===== src/hw/rtl/bilinear_grid_interpolator_defines.svh =====
// Assertion macros shared by the bilinear grid interpolator RTL.
// No dependencies; taken in by `include where assertions are written.
`ifndef BILINEAR_GRID_INTERPOLATOR_DEFINES_SVH
`define BILINEAR_GRID_INTERPOLATOR_DEFINES_SVH

// same-cycle implication
`define BGI_ASSERT_IMP(label, clk, rst, ante, cons, msg) \
   label: assert property (@(posedge clk) disable iff (rst) (ante) |-> (cons)) \
      else $error(msg);

// next-cycle implication
`define BGI_ASSERT_NXT(label, clk, rst, ante, cons, msg) \
   label: assert property (@(posedge clk) disable iff (rst) (ante) |=> (cons)) \
      else $error(msg);

`endif


===== src/hw/rtl/bgi_pkg.sv =====
// Package for the bilinear grid interpolator: item kinds, register codes,
// shared types and divider constants. No dependencies.
`timescale 1ns / 1ps
`default_nettype none

package bgi_pkg;

   // item kinds carried in req_tuser
   typedef logic [1:0] kind_type;
   localparam kind_type KIND_ROW_BP = 2'd0;
   localparam kind_type KIND_COL_BP = 2'd1;
   localparam kind_type KIND_GRID   = 2'd2;
   localparam kind_type KIND_QUERY  = 2'd3;

   // configuration register indexes
   typedef logic csr_idx_type;
   localparam csr_idx_type CSR_ROW_COUNT = 1'b0;
   localparam csr_idx_type CSR_COL_COUNT = 1'b1;

   typedef logic signed [31:0] q16_type;

   // numerators of the three divisions
   localparam int NUM_W = 100;
   typedef logic signed [NUM_W-1:0] num_type;

   // divider: quotient bits, bits per stage, stage count, latency
   localparam int QBITS   = 32;
   localparam int DIV_SPS = 2;
   localparam int DIV_NS  = QBITS / DIV_SPS;
   localparam int DIV_LAT = DIV_NS + 2;

   // breakpoint write beat
   typedef struct packed {
      logic          en;
      logic [7:0]    idx;
      logic [31:0]   data;
   } bp_wr_type;

endpackage

`default_nettype wire


===== src/hw/rtl/bgi_axis.sv =====
// One axis of the interpolator: breakpoint store, clamp and cell search.
// Depends on bgi_pkg.
`timescale 1ns / 1ps
`default_nettype none

module bgi_axis #(
   parameter int N = 16,
   localparam int IW = $clog2(N)
) (
   input  logic                 clock,
   input  logic                 adv,
   input  bgi_pkg::bp_wr_type   wr,
   input  logic [4:0]           count,
   input  bgi_pkg::q16_type     coord,
   output logic [IW-1:0]        cell_idx,
   output bgi_pkg::q16_type     lo,
   output bgi_pkg::q16_type     hi,
   output bgi_pkg::q16_type     pos
);
   import bgi_pkg::*;

   q16_type          bp_ff [N];
   q16_type          s1_ff, s2_ff, s3_pos_ff, s4_pos_ff, s4_lo_ff, s4_hi_ff;
   logic [IW-1:0]    s3_cell_ff;
   logic [IW-1:0]    last_idx;
   logic [IW-1:0]    cell_in;
   q16_type          clamp_in;

   always_ff @(posedge clock) begin
      if (wr.en) begin
         bp_ff[wr.idx[IW-1:0]] <= wr.data;
      end
   end

   // clamp to the table border
   always_comb begin
      last_idx = IW'(count - 5'd1);
      if (s1_ff < bp_ff[0]) begin
         clamp_in = bp_ff[0];
      end else if (s1_ff > bp_ff[last_idx]) begin
         clamp_in = bp_ff[last_idx];
      end else begin
         clamp_in = s1_ff;
      end
   end

   // lowest bracketing cell; last cell when none brackets
   always_comb begin
      cell_in = IW'(count - 5'd2);
      for (int k = N - 2; k >= 0; k--) begin
         if ((k + 1 < int'(count)) && (bp_ff[k+1] >= s2_ff) && (s2_ff >= bp_ff[k])) begin
            cell_in = IW'(k);
         end
      end
   end

   always_ff @(posedge clock) begin
      if (adv) begin
         s1_ff      <= coord;
         s2_ff      <= clamp_in;
         s3_pos_ff  <= s2_ff;
         s3_cell_ff <= cell_in;
         s4_pos_ff  <= s3_pos_ff;
         s4_lo_ff   <= bp_ff[s3_cell_ff];
         s4_hi_ff   <= bp_ff[s3_cell_ff + IW'(1)];
      end
   end

   assign cell_idx = s3_cell_ff;
   assign lo       = s4_lo_ff;
   assign hi       = s4_hi_ff;
   assign pos      = s4_pos_ff;

endmodule

`default_nettype wire


===== config.mk =====
export PLATFORM = sky130hd
export DESIGN_NAME = bgi_axis
export DESIGN_NICKNAME = d
export VERILOG_FILES = /design/src/hw/rtl/bilinear_grid_interpolator_defines.svh /design/src/hw/rtl/bgi_pkg.sv /design/src/hw/rtl/bgi_axis.sv
export SDC_FILE = /design/constraint.sdc
export NUM_CORES = 2
export LEC_CHECK = 0
export BUFFER_PORTS_ARGS = -buffer_cell sky130_fd_sc_hd__buf_4
export CAP_MARGIN = 5
export CORE_UTILIZATION = 56
export CTS_BUF_LIST = sky130_fd_sc_hd__clkbuf_16
export DETAILED_ROUTE_END_ITERATION = 10
export PLACE_DENSITY = 0.73
export SLEW_MARGIN = 25
export SYNTH_ARGS = -nofsm -noshare
export SYNTH_HDL_FRONTEND = slang
export SYNTH_SLANG_ARGS = --single-unit

===== constraint.sdc =====
create_clock -name clock -period 6.8 [get_ports clock]
set_input_delay 1.36 -clock clock [delete_from_list [all_inputs] [get_ports clock]]
set_output_delay 1.36 -clock clock [all_outputs]
set_load 0.1 [all_outputs]

# ---- After elaboration in Yosys (flattened, before gate mapping)
# Memories as Yosys holds them, arrays and structs flattened. A register that Yosys moved wholly into a read port is not among the register bits.
# Index checks and enable logic that the tools add are counted.
dict set report word_totals {
  regBits 132
  ram_bits 512
  in_bits 80
  out_inout_bits 100
  elab_cells 110
  memories 1
}
# name depth width rd rd_ports_with_merged_regs wr line
set mem_list {}
lappend mem_list {bp_ff 16 32 19 2 1 bgi_axis.sv:22} ;# q16_type bp_ff [N];
dict set report classes {
  add_sub_neg 3
  order_cmp 47
  n_mux 18
  n_reduce_logical 33
}
# op n
set op_table {}
lappend op_table {{greater-or-equal comparator 32 bit} 30}
lappend op_table {{two-way mux 32 bit} 2}
lappend op_table {{< comparator 4 x 5 -> 1 bit, first input constant} 8}
lappend op_table {{greater-than comparator 32 bit} 1}
lappend op_table {{< comparator 32 bit} 1}
lappend op_table {{logical AND 1 bit} 30}
lappend op_table {{two-way mux 4 bit} 7}
lappend op_table {{< comparator 3 x 5 -> 1 bit, first input constant} 4}
lappend op_table {{two-way mux 3 bit} 4}
lappend op_table {{< comparator 2 x 5 -> 1 bit, first input constant} 2}
lappend op_table {{OR reduction 8 bit} 1}
lappend op_table {{< comparator 1 x 5 -> 1 bit, first input constant} 1}
lappend op_table {{adder 4 x 1 -> 4 bit, second input constant} 1}
lappend op_table {{two-way mux 2 bit} 2}
lappend op_table {{OR reduction 4 bit} 1}
lappend op_table {{subtractor 4 x 1 -> 4 bit, second input constant} 1}
lappend op_table {{subtractor 4 x 2 -> 4 bit, second input constant} 1}
lappend op_table {{two-way mux 1 bit} 3}
lappend op_table {{OR reduction 2 bit} 1}

# ---- Depth between registers and ports, before layout
# An unclocked memory read counts as a cell.
dict set report logic_depth {
  depth_word 18
  depth_mapped 21
  mapped_depth_nobuf 17
}

# ---- Worst setup path before layout
# Ideal clock, no wire load.
dict set report synth_timing {
  path_kind {input to register}
  start {input count[0]}
  end {register s2_ff[10], data pin}
  setup_time_ns 0.279
  arrival_ns 5.860
  required_time_ns 6.521
  path_slack_ns 0.661
  cell_stages 21
  n_path_buf 5
  path_cell_list {clkbuf_1 buf_2 inv_1 ha_1 clkbuf_1 clkbuf_1 mux4_2 mux4_2 inv_1 ha_1 a21o_1 a21o_1 a21o_1 a21o_1 a211oi_1 o31a_1 mux2i_1 nor2_1 buf_2 mux2i_1 mux2i_1}
}
dict set report synth_between {
  elab_chain_cells 5
}
# element line
set synth_rtl {}
lappend synth_rtl {{start: declaration} bgi_axis.sv:13} ;# input logic [4:0] count,
lappend synth_rtl {{subtractor 4 x 1 -> 4 bit *} bgi_axis.sv:37} ;# last_idx = IW'(count - 5'd1);
lappend synth_rtl {{memory read (16 x 32 bit) *} --}
lappend synth_rtl {{greater-than comparator 32 bit} bgi_axis.sv:40} ;# end else if (s1_ff > bp_ff[last_idx]) begin
lappend synth_rtl {{two-way mux 32 bit *} bgi_axis.sv:40}
lappend synth_rtl {{two-way mux 32 bit *} bgi_axis.sv:38} ;# if (s1_ff < bp_ff[0]) begin
lappend synth_rtl {{net clamp_in[10]} bgi_axis.sv:27} ;# q16_type clamp_in;
lappend synth_rtl {{end signal: assignment} bgi_axis.sv:60} ;# s2_ff <= clamp_in;
lappend synth_rtl {{end: declaration} bgi_axis.sv:23} ;# q16_type s1_ff, s2_ff, s3_pos_ff, s4_pos_ff, s4_lo_ff, s4_hi_ff;
# Mark *: on every way through the listed nets, which the timed path passes. The rest lies on a longest branch.
# A chain may end at the register's enable or synchronous reset.

# ---- Final worst setup path
dict set report layout_timing {
  start {input count[0]}
  end {register s2_ff[28], data pin}
}
# Same word-level chain as after synthesis.

==> flow_metrics.tcl <==
set metrics [dict create \
    status "complete, no violations" \
    synth_top_area_frac 0.453 \
    clk_pin_slew_ns 0.06 \
    port_buffers 175 \
    hold_class "flop to flop" \
    skew_ns 0.0288 \
    dp.cells 4292 \
    synth_top_family_by_area "multiplexers" \
    clock_latency_ns 0.67 \
    final_nets 3965 \
    postCtsHoldBufs 0 \
    start_util 0.569 \
    cts_tree "yes" \
    synth-simple-area-share 0.0561 \
    fin_area_um2 52700 \
    avgSynthCellArea_um2 15.2 \
    cap_violations 0 \
    die_x_um 292 \
    fin_crit_sh 0.824 \
    worstPathArrival_ns 5.97 \
    hpwlAfterDp_mm 122 \
    setup_violations 0 \
    stdcell_count 4445 \
    ant_nets 0 \
    routed_wirelength_mm 167 \
    ir_drop_mv 0.370 \
    ys_warn_count 0 \
    p_per_area_nw_per_um2 344 \
    synthAdderAreaFrac 0.155 \
    die_area_um2 85100 \
    register_area_um2 21300 \
    grt_usage 0.396 \
    grt_pass1_vias 32400 \
    synth_commonest_cells "edfxtp_1, ha_1, mux4_2" \
    yosysMostFrequentCell "edfxtp_1" \
    place_congestion 1.01 \
    final_util 0.639 \
    nFillCells 5907 \
    cts.sinks 708 \
    antenna_found_initial 9 \
    synth_compound_area_frac 0.0682 \
    power.leakage_nw 19.7 \
    clock-root-buffer "clkbuf_16" \
    synth_cells 3098 \
    tns_ns 0 \
    grt_max_degree 155 \
    wl_per_cell_um 37.6 \
    hold_violations 0 \
    multi_input_area_um2 25000 \
    slew_headroom 0.223 \
    vias_per_cell 7.54 \
    area_growth_pct 12.2 \
    synth_flop_cell "edfxtp_1" \
    io_pins 180 \
    drc 0 \
    synth_area_leaders "edfxtp_1, mux4_2, ha_1" \
    power.total_mw 18.1 \
    synth-seq-area-share 0.453 \
    die_y_um 292 \
    crit_required_ns 7.17 \
    placed_area_um2 50000 \
    async_reset_ff_frac 0 \
    cts_inserted_buffers 79 \
    rsz0062_at_grt "no" \
    grt_pass1_wl_mm 237 \
    synth_xor_area_frac 0.00112 \
    worst-setup-path-type "input pin to flop" \
    final_max_slew_viol_count 0 \
    drive_above_1_share 0.265 \
    grt_overflow_total 0 \
    synthMuxAreaShare 0.246 \
    worstPathMaxFanout 26 \
    postCtsSetupBuffers 0 \
    drt_iter0_markers 5076 \
    num_vias 33500 \
    core.rowCount 105 \
    fin_crit_ns 5.60 \
    clock.fmax_mhz 178 \
    synth-edff-count 708 \
    cp-start-kind "input pin" \
    first_pass_iters 5 \
    worstSetupEndpointType "flop" \
    core_um2 82500 \
    h-tree-depth 3 \
    ctsResizeCount 0 \
    ys_ff_latch 708 \
    syn-cell-area_um2 47000 \
    synth_fp_nets 3760 \
    yosysUniqueCellTypes 81 \
    synth_top_cell_by_area "edfxtp_1" \
    clockBufferDepth 3 \
    worst_pin_slew_ns 1.16 \
]
==> flip-flops by register name, summed over array words and instances (netlist names) <==
register   count
bp_ff        512
hi            32
lo            32
pos           32
s1_ff         32
s2_ff         32
s3_pos_ff     32
cell_idx       4
==> routing by layer <==
| layer | track usage | share of wire | vias up | wire length, µm |
|---|---|---|---|---|
| li1 | - | - | 13500 | - |
| met5 | 0 | 0.00028 | - | 46 |
| met1 | 0.546 | 0.37 | 17000 | 62600 |
| met4 | 0.153 | 0.045 | 8 | 7490 |
| met3 | 0.148 | 0.15 | 392 | 25200 |
| met2 | 0.572 | 0.43 | 2629 | 71700 |
==> worst paths after layout <==
path | startpoint | end | slack, ns | depth (start not counted)
min reg2reg | s3_pos_ff[6]$_DFFE_PP_ | pos[6]$_DFFE_PP_ | 0.42 | 0
max | count[0] | s2_ff[28]$_DFFE_PP_ | 1.20 | 18
min | s3_pos_ff[6]$_DFFE_PP_ | pos[6]$_DFFE_PP_ | 0.42 | 0
max reg2reg | s2_ff[27]$_DFFE_PP_ | cell_idx[0]$_SDFFCE_PP0P_ | 1.39 | 12
==> worst max-delay path, stage by stage <==
cell and delay (ns):
clkbuf_8 0.15, inv_1 0.13, ha_4 0.53, buf_4 0.47
mux4_2 0.41, mux4_2 0.53, inv_1 0.09, ha_1 0.14
and4_1 0.23, nand3_1 0.12, or3_1 0.47, a2bb2oi_1 0.16
o31a_1 0.17, mux2i_1 0.11, nor2_4 0.13, buf_4 0.31
mux2i_1 0.27, mux2i_1 0.11
==> layout by cell type, fill, tap and decap left out, types with 10 or more instances in the layout <==
master	netlist	final
a211oi_1	28	28
a21o_1	55	55
a21oi_1	176	176
a31oi_1	16	16
and3_1	10	10
and4_1	18	18
buf_4	0	225
clkbuf_16	0	80
clkinv_1	0	11
clkinv_2	0	15
clkinvlp_4	0	11
edfxtp_1	708	708
ha_1	582	580
inv_1	143	153
mux2i_1	69	68
mux4_2	480	480
nand2_1	106	106
nand2b_1	18	18
nand3_1	49	49
nand4_1	101	101
nor2_1	79	66
nor2_4	0	13
nor2b_1	28	28
nor3_1	35	27
nor4_1	17	16
o211ai_1	18	18
o21a_1	14	14
o21ai_0	70	70
o21ai_1	13	13
==> kinds of logic (layout without fill, tap and decap cells) <==
| family | Yosys count | count (layout) |
|---|---|---|
| buf+inv | 257 | 528 |
| other cells | 0 | 6 |
| simple gates | 495 | 495 |
| fa+ha+maj | 582 | 582 |
| flops | 708 | 708 |
| compound gates | 495 | 495 |
| xor+xnor | 6 | 6 |
| mux | 555 | 555 |
==> through the flow <==
stage / hold slack [ns] / worst slack (ns)
global route: 0.422 / 1.08
global placement: 0.401 / 0.766
finish: 0.417 / 1.20
CTS: 0.417 / 1.31
floorplan: 0.400 / 0.661
detailed placement: 0.405 / 0.625
==> final cells by class <==
| class | count | share of cell area |
|---|---|---|
| multi-input cells | 2133 | 0.474 |
| flip-flops and latches | 708 | 0.404 |
| clock buffers | 80 | 0.0380 |
| repair buffers | 238 | 0.0364 |
| well taps | 1070 | 0.0254 |
| clock inverters | 67 | 0.0121 |
| inverters | 143 | 0.0102 |
| diodes | 6 | 0.000285 |
==> report_power, final <==
group          leakage, nW  internal (mW)  switching, mW  total [mW]
Clock                 1.31           2.51           1.92        4.43
Combinational         11.8           3.21           4.89        8.10
Sequential            6.54           5.31          0.268        5.58
Total                 19.7           11.0           7.08        18.1
Power figures use the tool's default switching activity.
